### config.mk
export PLATFORM = sky130hd
export DESIGN_NAME = grid_coprime_conflict_count_core
export DESIGN_NICKNAME = d
export VERILOG_FILES = /design/src/design/gccc_pkg.sv /design/src/design/gccc_gcd.sv /design/src/design/grid_coprime_conflict_count_core.sv
export SDC_FILE = /design/constraint.sdc
export NUM_CORES = 1
export LEC_CHECK = 0
export BUFFER_PORTS_ARGS = -buffer_cell sky130_fd_sc_hd__buf_2
export CORE_MARGIN = 4
export CORE_UTILIZATION = 55
export CTS_CLUSTER_DIAMETER = 80
export DETAILED_ROUTE_END_ITERATION = 8
export GPL_ROUTABILITY_DRIVEN = 0
export PLACE_DENSITY = 0.74
export REMOVE_ABC_BUFFERS = 1
export SYNTH_ARGS = -nofsm -noshare
export SYNTH_HDL_FRONTEND = slang
export SYNTH_SLANG_ARGS = --single-unit
### constraint.sdc
create_clock -name clk_i -period 4.5 [get_ports clk_i]
set_clock_uncertainty 0.05 [all_clocks]
set_input_delay 0.675 -clock clk_i [delete_from_list [all_inputs] [get_ports clk_i]]
set_output_delay 0.675 -clock clk_i [all_outputs]
set_load 0.01 [all_outputs]
### src/design/gccc_pkg.sv
// ----------------------------------------------------------------------------
// gccc_pkg
// Shared types and constants for the grid coprime conflict counter.
// ----------------------------------------------------------------------------
package gccc_pkg;

  localparam int DEF_MAX_COLS   = 64;
  localparam int DEF_MAX_ROWS   = 64;
  localparam int DEF_LABEL_BITS = 12;

  localparam int COUNT_BITS = 13;
  localparam logic [COUNT_BITS-1:0] COUNT_MAX = '1;

  localparam int CFG_BITS     = 7;
  localparam int CFG_IDX_BITS = 1;
  localparam logic [CFG_BITS-1:0] SIZE_RESET = 7'd10;

  localparam logic [CFG_IDX_BITS-1:0] REG_GRID_ROWS = 1'd0;
  localparam logic [CFG_IDX_BITS-1:0] REG_GRID_COLS = 1'd1;

  typedef enum logic [1:0] {
    ST_IDLE,
    ST_FETCH,
    ST_RUN,
    ST_WRAP
  } state_e;

  typedef struct packed {
    logic busy;
    logic hit;
  } gcd_stat_t;

endpackage

### src/design/gccc_gcd.sv
// ----------------------------------------------------------------------------
// gccc_gcd
// Iterative binary GCD test: flags whether two labels share a factor above 1.
// One reduction step per cycle.
// ----------------------------------------------------------------------------
module gccc_gcd #(
  parameter int LABEL_BITS = gccc_pkg::DEF_LABEL_BITS
) (
  input  logic                  clk_i,
  input  logic                  rst_ni,
  input  logic                  start_i,
  input  logic [LABEL_BITS-1:0] a_i,
  input  logic [LABEL_BITS-1:0] b_i,
  output gccc_pkg::gcd_stat_t   stat_o
);

  logic [LABEL_BITS-1:0] a_q, a_d, b_q, b_d;
  logic [LABEL_BITS-1:0] diff_ab, diff_ba;
  logic                  busy_q, hit_q, fin, hit_d;

  assign diff_ab = a_q - b_q;
  assign diff_ba = b_q - a_q;

  always_comb begin
    a_d   = a_q;
    b_d   = b_q;
    fin   = 1'b0;
    hit_d = 1'b0;
    if (a_q == '0) begin
      fin   = 1'b1;
      hit_d = (b_q > LABEL_BITS'(1));
    end else if (b_q == '0) begin
      fin   = 1'b1;
      hit_d = (a_q > LABEL_BITS'(1));
    end else if (!a_q[0] && !b_q[0]) begin
      fin   = 1'b1;
      hit_d = 1'b1;
    end else if (!a_q[0]) begin
      a_d = a_q >> 1;
    end else if (!b_q[0]) begin
      b_d = b_q >> 1;
    end else if (a_q >= b_q) begin
      a_d = diff_ab >> 1;
    end else begin
      b_d = diff_ba >> 1;
    end
  end

  always_ff @(posedge clk_i or negedge rst_ni) begin
    if (!rst_ni) begin
      busy_q <= 1'b0;
      hit_q  <= 1'b0;
    end else if (start_i) begin
      busy_q <= 1'b1;
      hit_q  <= 1'b0;
    end else if (busy_q && fin) begin
      busy_q <= 1'b0;
      hit_q  <= hit_d;
    end
  end

  always_ff @(posedge clk_i) begin
    if (start_i) begin
      a_q <= a_i;
      b_q <= b_i;
    end else if (busy_q) begin
      a_q <= a_d;
      b_q <= b_d;
    end
  end

  assign stat_o.busy = busy_q;
  assign stat_o.hit  = hit_q;

endmodule

### src/design/grid_coprime_conflict_count_core.sv
// ----------------------------------------------------------------------------
// grid_coprime_conflict_count_core
// Counts neighbouring grid cells (left and above) whose labels share a factor
// above 1; gives the count after the last cell of the configured grid.
//
//   channel | direction | handshake            | payload
//   --------+-----------+----------------------+------------------
//   in      | request   | in_valid_i/in_stall_o | cell_label_i
//   out     | result    | out_valid_o/out_stall_i | conflict_count_o
//   cfg     | write     | cfg_we_i             | cfg_idx_i, cfg_wdata_i
//
// Each cell passes FETCH, RUN and WRAP before the next is taken in IDLE; RUN
// waits for the two parallel GCD runs, each one step per cycle.
// The previous row sits in a line memory read on acceptance, written at the end.
// Reset needs no clearing pass; the line memory is only used once written.
// The finished count waits in an output register; only a further grid end
// stalls on it.
// ----------------------------------------------------------------------------
module grid_coprime_conflict_count_core #(
  parameter int MAX_COLS   = gccc_pkg::DEF_MAX_COLS,
  parameter int MAX_ROWS   = gccc_pkg::DEF_MAX_ROWS,
  parameter int LABEL_BITS = gccc_pkg::DEF_LABEL_BITS
) (
  input  logic                                clk_i,
  input  logic                                rst_ni,
  input  logic                                cfg_we_i,
  input  logic [gccc_pkg::CFG_IDX_BITS-1:0]   cfg_idx_i,
  input  logic [gccc_pkg::CFG_BITS-1:0]       cfg_wdata_i,
  input  logic                                in_valid_i,
  output logic                                in_stall_o,
  input  logic [LABEL_BITS-1:0]               cell_label_i,
  output logic                                out_valid_o,
  input  logic                                out_stall_i,
  output logic [gccc_pkg::COUNT_BITS-1:0]     conflict_count_o
);

  localparam int CPW = $clog2(MAX_COLS);
  localparam int RPW = $clog2(MAX_ROWS);
  localparam int CSW = $clog2(MAX_COLS + 1);
  localparam int RSW = $clog2(MAX_ROWS + 1);
  localparam int CB  = gccc_pkg::COUNT_BITS;

  gccc_pkg::state_e state_q, state_d;

  logic [gccc_pkg::CFG_BITS-1:0] grid_rows_q, grid_cols_q;
  logic [CSW-1:0]        cols_eff;
  logic [RSW-1:0]        rows_eff;
  logic [CPW-1:0]        col_q;
  logic [RPW-1:0]        row_q;
  logic [CB-1:0]         total_q, total_sat;
  logic [CB:0]           total_sum;
  logic [LABEL_BITS-1:0] label_q, left_q, rd_q;
  logic [LABEL_BITS-1:0] row_mem [MAX_COLS];
  logic                  en_left_q, en_up_q;
  logic                  out_valid_q;
  logic [CB-1:0]         out_count_q;

  logic in_acc, start, wrap_go, col_last, row_last, is_final, out_free, units_busy;
  gccc_pkg::gcd_stat_t stat_l, stat_u;

  gccc_gcd #(.LABEL_BITS(LABEL_BITS)) u_gcd_left (
    .clk_i   (clk_i),
    .rst_ni  (rst_ni),
    .start_i (start && en_left_q),
    .a_i     (left_q),
    .b_i     (label_q),
    .stat_o  (stat_l)
  );

  gccc_gcd #(.LABEL_BITS(LABEL_BITS)) u_gcd_up (
    .clk_i   (clk_i),
    .rst_ni  (rst_ni),
    .start_i (start && en_up_q),
    .a_i     (rd_q),
    .b_i     (label_q),
    .stat_o  (stat_u)
  );

  // zero sizes read as 1, oversize saturates
  assign cols_eff = (grid_cols_q == '0) ? CSW'(1) :
                    (32'(grid_cols_q) > MAX_COLS) ? CSW'(MAX_COLS) : CSW'(grid_cols_q);
  assign rows_eff = (grid_rows_q == '0) ? RSW'(1) :
                    (32'(grid_rows_q) > MAX_ROWS) ? RSW'(MAX_ROWS) : RSW'(grid_rows_q);

  assign col_last = (CSW'(col_q) + CSW'(1)) >= cols_eff;
  assign row_last = (RSW'(row_q) + RSW'(1)) >= rows_eff;
  assign is_final = col_last && row_last;
  assign out_free = !out_valid_q || !out_stall_i;
  assign units_busy = stat_l.busy || stat_u.busy;

  assign total_sum = {1'b0, total_q} + (CB+1)'(en_left_q && stat_l.hit)
                   + (CB+1)'(en_up_q && stat_u.hit);
  assign total_sat = (total_sum > {1'b0, gccc_pkg::COUNT_MAX}) ? gccc_pkg::COUNT_MAX
                                                               : total_sum[CB-1:0];

  always_comb begin
    state_d = state_q;
    case (state_q)
      gccc_pkg::ST_IDLE:  if (in_valid_i) state_d = gccc_pkg::ST_FETCH;
      gccc_pkg::ST_FETCH: state_d = gccc_pkg::ST_RUN;
      gccc_pkg::ST_RUN:   if (!units_busy) state_d = gccc_pkg::ST_WRAP;
      gccc_pkg::ST_WRAP:  if (!is_final || out_free) state_d = gccc_pkg::ST_IDLE;
      default:            state_d = gccc_pkg::ST_IDLE;
    endcase
  end

  always_comb begin
    in_stall_o = 1'b1;
    start      = 1'b0;
    wrap_go    = 1'b0;
    case (state_q)
      gccc_pkg::ST_IDLE:  in_stall_o = 1'b0;
      gccc_pkg::ST_FETCH: start = 1'b1;
      gccc_pkg::ST_RUN:   ;
      gccc_pkg::ST_WRAP:  wrap_go = !is_final || out_free;
      default:            ;
    endcase
  end

  assign in_acc = in_valid_i && !in_stall_o;

  always_ff @(posedge clk_i or negedge rst_ni) begin
    if (!rst_ni) begin
      state_q <= gccc_pkg::ST_IDLE;
    end else begin
      state_q <= state_d;
    end
  end

  always_ff @(posedge clk_i or negedge rst_ni) begin
    if (!rst_ni) begin
      grid_rows_q <= gccc_pkg::SIZE_RESET;
      grid_cols_q <= gccc_pkg::SIZE_RESET;
      col_q       <= '0;
      row_q       <= '0;
      total_q     <= '0;
    end else if (cfg_we_i) begin
      case (cfg_idx_i)
        gccc_pkg::REG_GRID_ROWS: grid_rows_q <= cfg_wdata_i;
        gccc_pkg::REG_GRID_COLS: grid_cols_q <= cfg_wdata_i;
        default: ;
      endcase
      col_q   <= '0;
      row_q   <= '0;
      total_q <= '0;
    end else if (wrap_go) begin
      if (col_last) begin
        col_q <= '0;
        if (row_last) begin
          row_q   <= '0;
          total_q <= '0;
        end else begin
          row_q   <= row_q + RPW'(1);
          total_q <= total_sat;
        end
      end else begin
        col_q   <= col_q + CPW'(1);
        total_q <= total_sat;
      end
    end
  end

  always_ff @(posedge clk_i or negedge rst_ni) begin
    if (!rst_ni) begin
      out_valid_q <= 1'b0;
    end else if (wrap_go && is_final) begin
      out_valid_q <= 1'b1;
    end else if (!out_stall_i) begin
      out_valid_q <= 1'b0;
    end
  end

  always_ff @(posedge clk_i) begin
    if (wrap_go && is_final) begin
      out_count_q <= total_sat;
    end
  end

  // request capture and line memory
  always_ff @(posedge clk_i) begin
    if (in_acc) begin
      label_q   <= cell_label_i;
      rd_q      <= row_mem[col_q];
      en_left_q <= (col_q != '0);
      en_up_q   <= (row_q != '0);
    end
    if (wrap_go) begin
      row_mem[col_q] <= label_q;
      left_q         <= label_q;
    end
  end

  assign out_valid_o      = out_valid_q;
  assign conflict_count_o = out_count_q;

`ifndef NO_ASSERTIONS
  a_out_from_wrap: assert property (@(posedge clk_i) disable iff (!rst_ni)
    $rose(out_valid_q) |-> $past(state_q == gccc_pkg::ST_WRAP))
    else $error("result raised outside grid end");

  a_units_idle: assert property (@(posedge clk_i) disable iff (!rst_ni)
    (state_q == gccc_pkg::ST_IDLE) |-> !units_busy)
    else $error("gcd unit busy while idle");

  a_col_bound: assert property (@(posedge clk_i) disable iff (!rst_ni)
    CSW'(col_q) < cols_eff)
    else $error("column position beyond grid");

  a_row_bound: assert property (@(posedge clk_i) disable iff (!rst_ni)
    RSW'(row_q) < rows_eff)
    else $error("row position beyond grid");
`endif

endmodule

==> reports/metrics.cfg, run 1 <==
[yosys]
syn_inst = 2510
syn_area_sq_um = 39000
yosysMostFrequentCell = edfxtp_1
yosysUniqueCellTypes = 74
synth.ff_latch_count = 913
synth-edff-count = 867
synthTopCellsByCount = 867 x edfxtp_1, 210 x nor2_1, 109 x a21oi_1, 108 x nand2_1, 95 x mux2i_1
yosysSeqAreaShare_pct = 69.7
synth.avg_cell_area_sq_um = 15.5
ys_async_sr_fraction_pct = 5.04
synthTopCellsByArea = edfxtp_1 67%, mux4_2 4.6%, dfrtp_1 2.7%
yosysWarnings = 0
synth_top_area_share_pct = 66.8
synth_ff_type = edfxtp_1
yosysTopAreaCell = edfxtp_1

[clock_network]
post_cts_resized = 0
path_clk_slew_ns = 0.06
cts_buffers = 92
clk_latency_ns = 0.67
clock_path_buffers = 3
htree_levels = 3
cts_tree = yes
hold_buffers = 0
clkSinkCount = 913
cts-root-buf = clkbuf_16
postCtsSetupRepairBufs = 0

[place]
dpl.hpwl_mm = 61.7
portBuffers = 39
post-place-ws_ns = 0.320
dp_cells = 3487

[sta]
hold_ws_ns = 0.152
slew_headroom_pct = 3.42
layout_setup_ws_ns = 0.137
rsz0062_at_grt = true
fmax_mhz = 229
period_minus_slack_ns = 4.36
finalHoldViolCount = 0
period_share_pct = 97.0
worst_pin_slew_ns = 1.45
finalSetupViolCount = 0
drv_slew = 0
setup_tns_ns = 0

[finish]
fin_nets = 2745
fill_cells = 5011
stdcell_count = 3658
synthToLayoutAreaGrowth_pct = 12.2
drive_above_1_share_pct = 18.3

[detailed_routing]
vias_per_cell = 6.58
ant_nets = 0
num_vias = 24100
drtPass1Iterations = 6
routed_wl_mm = 102
drc_errors = 0
wire_per_inst_microns = 27.9
drtIter0Drc = 3714

[power]
max-vdd-ir-drop_uv = 524
power_leakage_nw = 15.0
finalPower_mw = 26.3
power.density_nw_per_um2 = 600

[global_routing]
grt_pass1_vias = 23800
grt_max_degree = 118
grt_pass1_wl_mm = 153
grt_overflow = 0
antenna_found_initial = 3
grtUsageTotal_pct = 27.2

[worst_setup_path]
slowest_stage = nand2_1
path_class = reg -> reg
rrSetupSlack_ns = 0.14
crit_arrival_ns = 4.66
startpoint_type = register
critPathMaxFanout = 10
endpoint_kind = register
critical-path-max-stage-delay_ns = 0.59
path_cells = and2_1, nand2_1, nor2_1, xor2_1, ha_1, a2111oi_0, o21a_1, nor2_1, a311oi_1, nand2_1, nor2_1, buf_4
path_common_cell = nor2_1
critPathRequiredTime_ns = 4.80

[die]
start_util_pct = 55.6
dieArea_sq_um = 75200
row_count = 97
ios = 40
die_w_microns = 274
core_sq_um = 70100
die_h_microns = 274

[status]
status = finished, final reports clean

[min_path]
hp-class = in -> reg

[job]
maxCapViolCount = 0

report_power, final:
part	total, mW	internal (mW)	switching (mW)
clock	7.55	4.33	3.22
sequential	10.8	10.3	0.484
combinational	7.95	3.02	4.93
total	26.3	17.6	8.64
per-layer routing:
| layer | up-vias | part of all wire (%) | GRT usage (%) |
|---|---|---|---|
| li1 | 10200 | - | - |
| met1 | 12000 | 37 | 36.6 |
| met2 | 1601 | 47 | 43.3 |
| met3 | 312 | 11 | 6.30 |
| met4 | 4 | 4.7 | 11.0 |
| met5 | - | 0.028 | 0 |
metrics by stage:
step	util, %	instance area [sq um]
floorplan	-	38200
global placement	58.1	40800
detailed placement	58.1	40800
CTS	62.4	43800
global route	62.4	43800
finish	62.4	43800
final timing paths:
path / start / to / cells past startpoint
worst min-delay path: cell_label_i[0] / label_q[0]$_DFFE_PP_ / 1
worst max-delay path: col_q[0]$_DFFE_PN0P_ / row_mem[50][4]$_DFFE_PP_ / 12
worst max register to register: col_q[0]$_DFFE_PN0P_ / row_mem[50][4]$_DFFE_PP_ / 12
max in group asynchronous: rst_ni / col_q[1]$_DFFE_PN0P_ / 1
min in group asynchronous: rst_ni / total_q[4]$_DFFE_PN0P_ / 1
worst min register to register: grid_rows_q[0]$_DFFE_PN0P_ / grid_rows_q[0]$_DFFE_PN0P_ / 1
critical path, delay by kind of cell, from the launching register on:
family	cells	cell delay, ns
flops	1	0.52
simple gates	6	1.50
compound gates	3	1.18
buf+inv	1	0.28
xor+xnor	1	0.22
fa+ha+maj	1	0.30
logic make-up (layout without fill, tap and decap cells):
kind of cell | after synthesis | after routing | synth area share (%)
adder cells (fa/ha/maj) | 79 | 79 | 2.63
other | 0 | 1 | 0
XOR/XNOR | 37 | 37 | 0.831
AO/OA/AOI/OAI | 516 | 516 | 9.21
AND/OR/NAND/NOR | 494 | 494 | 5.76
buffers and inverters | 223 | 430 | 2.67
flip-flops | 913 | 913 | 69.7
multiplexers | 248 | 248 | 9.17
cell usage in the layout (no fill, tap or decap), drive strengths merged, types with 14 or more instances in the layout:
cell,instances
edfxtp,867
nor2,210
buf,184
clkbuf,114
a21oi,110
nand2,108
mux2i,95
o21ai,88
a221oi,83
mux4,80
inv,79
ha,74
mux2,73
dfrtp,42
o22ai,41
nand3,40
clkinv,38
nor3,34
a22o,29
a22oi,28
xnor2,23
a221o,22
nand2b,19
a21o,16
a31oi,16
o21a,15
xor2,14
area by class of cell:
cell class              instances  area (sq um)  share of cell area (%)
diodes                          1          2.50                 0.00572
clock buffers                 114          2390                    5.47
clock inverters                56           582                    1.33
inverters                      76           288                   0.658
multi-input cells            1374         10800                    24.6
flip-flops and latches        913         27200                    62.2
well taps                     940          1180                    2.69
repair buffers                184          1350                    3.08
flip-flops by register name, indices dropped and copies added (netlist names), 12 cells and up:
name	flops
u_gcd_left.a_q	12
u_gcd_left.b_q	12
u_gcd_up.b_q	12
u_gcd_up.a_q	12
row_mem	768
total_q	13
left_q	12
rd_q	12
label_q	12
conflict_count_o	13
Power figures use the tool's default switching activity.
==> run 2, diff against run 1 <==
ABC_AREA = 1   (was default)
BUFFER_PORTS_ARGS = -buffer_cell sky130_fd_sc_hd__buf_4   (was -buffer_cell sky130_fd_sc_hd__buf_2)
==> run 2 against run 1 <==
The flow now finishes with violations (negative hold slack). Fmax is 0.29% higher. Die area increased by 2.1%. Worst setup slack gained 0.012 ns. Via count rose by 16%. Non-clock buffer count shrank 21. Core utilization is 0.21 points higher. First-iteration DRC count up 7.9%. Total power rose by 0.81%. Register-to-register slack about the same. Largest cell class unchanged.
==> reports/metrics.cfg, run 2 <==
[status]
status = finished, violations left
violations = negative hold slack

[yosys]
syn_inst = 3656
yosysTopAreaCell = edfxtp_1
yosysSeqAreaShare_pct = 68.2
yosysMostFrequentCell = nand2_1
ys_async_sr_fraction_pct = 5.04
synth.ff_latch_count = 913
yosysUniqueCellTypes = 50
syn_area_sq_um = 39900
yosysWarnings = 0
synth_ff_type = edfxtp_1
synth-edff-count = 867
synthTopCellsByArea = edfxtp_1 65%, nand2_1 13%, a21oi_1 3.3%
synthTopCellsByCount = 1347 x nand2_1, 867 x edfxtp_1, 261 x a21oi_1, 232 x nor2_1, 171 x inv_1
synth.avg_cell_area_sq_um = 10.9
synth_top_area_share_pct = 65.3

[sta]
setup_tns_ns = 0
period_minus_slack_ns = 4.35
period_share_pct = 96.7
rsz0062_at_grt = false
hold_ws_ns = -0.00886
fmax_mhz = 230
layout_setup_ws_ns = 0.150
drv_slew = 0
finalHoldViolCount = 2
slew_headroom_pct = 22.0
worst_pin_slew_ns = 1.17
finalSetupViolCount = 0

[detailed_routing]
drtIter0Drc = 4008
vias_per_cell = 5.84
wire_per_inst_microns = 22.5
num_vias = 28000
drtPass1Iterations = 7
routed_wl_mm = 108
drc_errors = 0
ant_nets = 0

[finish]
top_register = row_mem
multiInputGateArea_sq_um = 11300
synthToLayoutAreaGrowth_pct = 12.5
layout_common_cells = 1346 x nand2_1, 867 x edfxtp_1, 261 x a21oi_1
final_common_cell = nand2_1
drive_above_1_share_pct = 8.82
fin_util_pct = 62.6
largest_reg_flops = 768
stdcell_count = 4793
register_area_sq_um = 27200
final_area_sq_um = 44800
fin_nets = 3869
fill_cells = 5520

[global_routing]
grt_max_degree = 137
grt_overflow = 0
grt_pass1_wl_mm = 161
grtUsageTotal_pct = 27.5
antenna_found_initial = 0
grt_pass1_vias = 26900

[worst_setup_path]
startpoint_type = register
critPathMaxFanout = 20
endpoint_kind = register
crit_arrival_ns = 4.66
rrSetupSlack_ns = 0.15
path_class = reg -> reg
critPathRequiredTime_ns = 4.81

[clock_network]
postCtsSetupRepairBufs = 0
clkSinkCount = 913
cts_buffers = 93
path_clk_slew_ns = 0.06
cts_tree = yes
cts-root-buf = clkbuf_16
post_cts_resized = 0
hold_buffers = 0
clock_path_buffers = 3
htree_levels = 3
clk_latency_ns = 0.66

[job]
maxCapViolCount = 0

[die]
core_sq_um = 71600
row_count = 98
die_h_microns = 277
ios = 40
die_w_microns = 277
dieArea_sq_um = 76800
start_util_pct = 55.7

[power]
finalPower_mw = 26.5
max-vdd-ir-drop_uv = 452
power.density_nw_per_um2 = 591
power_leakage_nw = 17.2

[place]
dpl.hpwl_mm = 65.7
post-place-ws_ns = 0.262
dp_cells = 4620
dpl_cell_area_sq_um = 41600
portBuffers = 39

[min_path]
hp-class = in -> async

run 2: power by group:
| part | total [mW] | switching (mW) | internal [mW] |
|---|---|---|---|
| logic | 7.87 | 5.59 | 2.28 |
| registers | 10.7 | 0.374 | 10.3 |
| clock network | 7.93 | 3.23 | 4.70 |
| total | 26.5 | 9.20 | 17.3 |
run 2: area by class of cell:
class	instances	share of cell area, %
repair buffers	163	2.93
flip-flops and latches	913	60.7
inverters	183	1.55
diodes	1	0.00558
clock inverters	59	1.61
well taps	950	2.65
multi-input cells	2411	25.1
clock buffers	113	5.45
run 2: cells by family (layout without fill, tap and decap cells):
group | count (synthesis) | count (layout) | synth area share (%)
flops | 913 | 913 | 68.2
simple gates | 1832 | 1832 | 18.6
compound gates | 456 | 456 | 6.04
xor+xnor | 44 | 44 | 0.967
fa+ha+maj | 79 | 79 | 2.57
buf+inv | 332 | 518 | 3.54
other cells | 0 | 1 | 0
run 2: layer usage:
metal | vias to the layer above | share of wire (%) | track usage, %
li1 | 12700 | - | -
met1 | 13300 | 39 | 38.4
met2 | 1719 | 46 | 43.5
met3 | 284 | 11 | 5.32
met4 | 0 | 4.3 | 10.4
met5 | - | 0 | 0
run 2: path summary, 6_finish.rpt:
path,startpoint,depth (start not counted),endpoint
setup / recovery,col_q[1]$_DFFE_PN0P_,15,row_mem[4][7]$_DFFE_PP_
hold reg to reg,u_gcd_left.hit_q$_DFFE_PN0P_,2,u_gcd_left.hit_q$_DFFE_PN0P_
hold / removal,rst_ni,1,u_gcd_up.hit_q$_DFFE_PN0P_
max in group asynchronous,rst_ni,1,col_q[1]$_DFFE_PN0P_
setup reg to reg,col_q[1]$_DFFE_PN0P_,15,row_mem[4][7]$_DFFE_PP_
min in group clk_i,cell_label_i[1],1,label_q[1]$_DFFE_PP_
run 2: critical path: stages (launching register included):
cell and delay [ns]:
dfrtp_4 0.59, ha_1 0.24, nand2_1 0.08, nor2_1 0.13, xor2_1 0.25, ha_1 0.30
nand2_1 0.09, nand2_1 0.05, a21oi_1 0.14, nand3_1 0.14, nand3_1 0.12, nand2_2 0.14
inv_1 0.41, nand2_1 0.60, nor2_1 0.46, buf_4 0.26
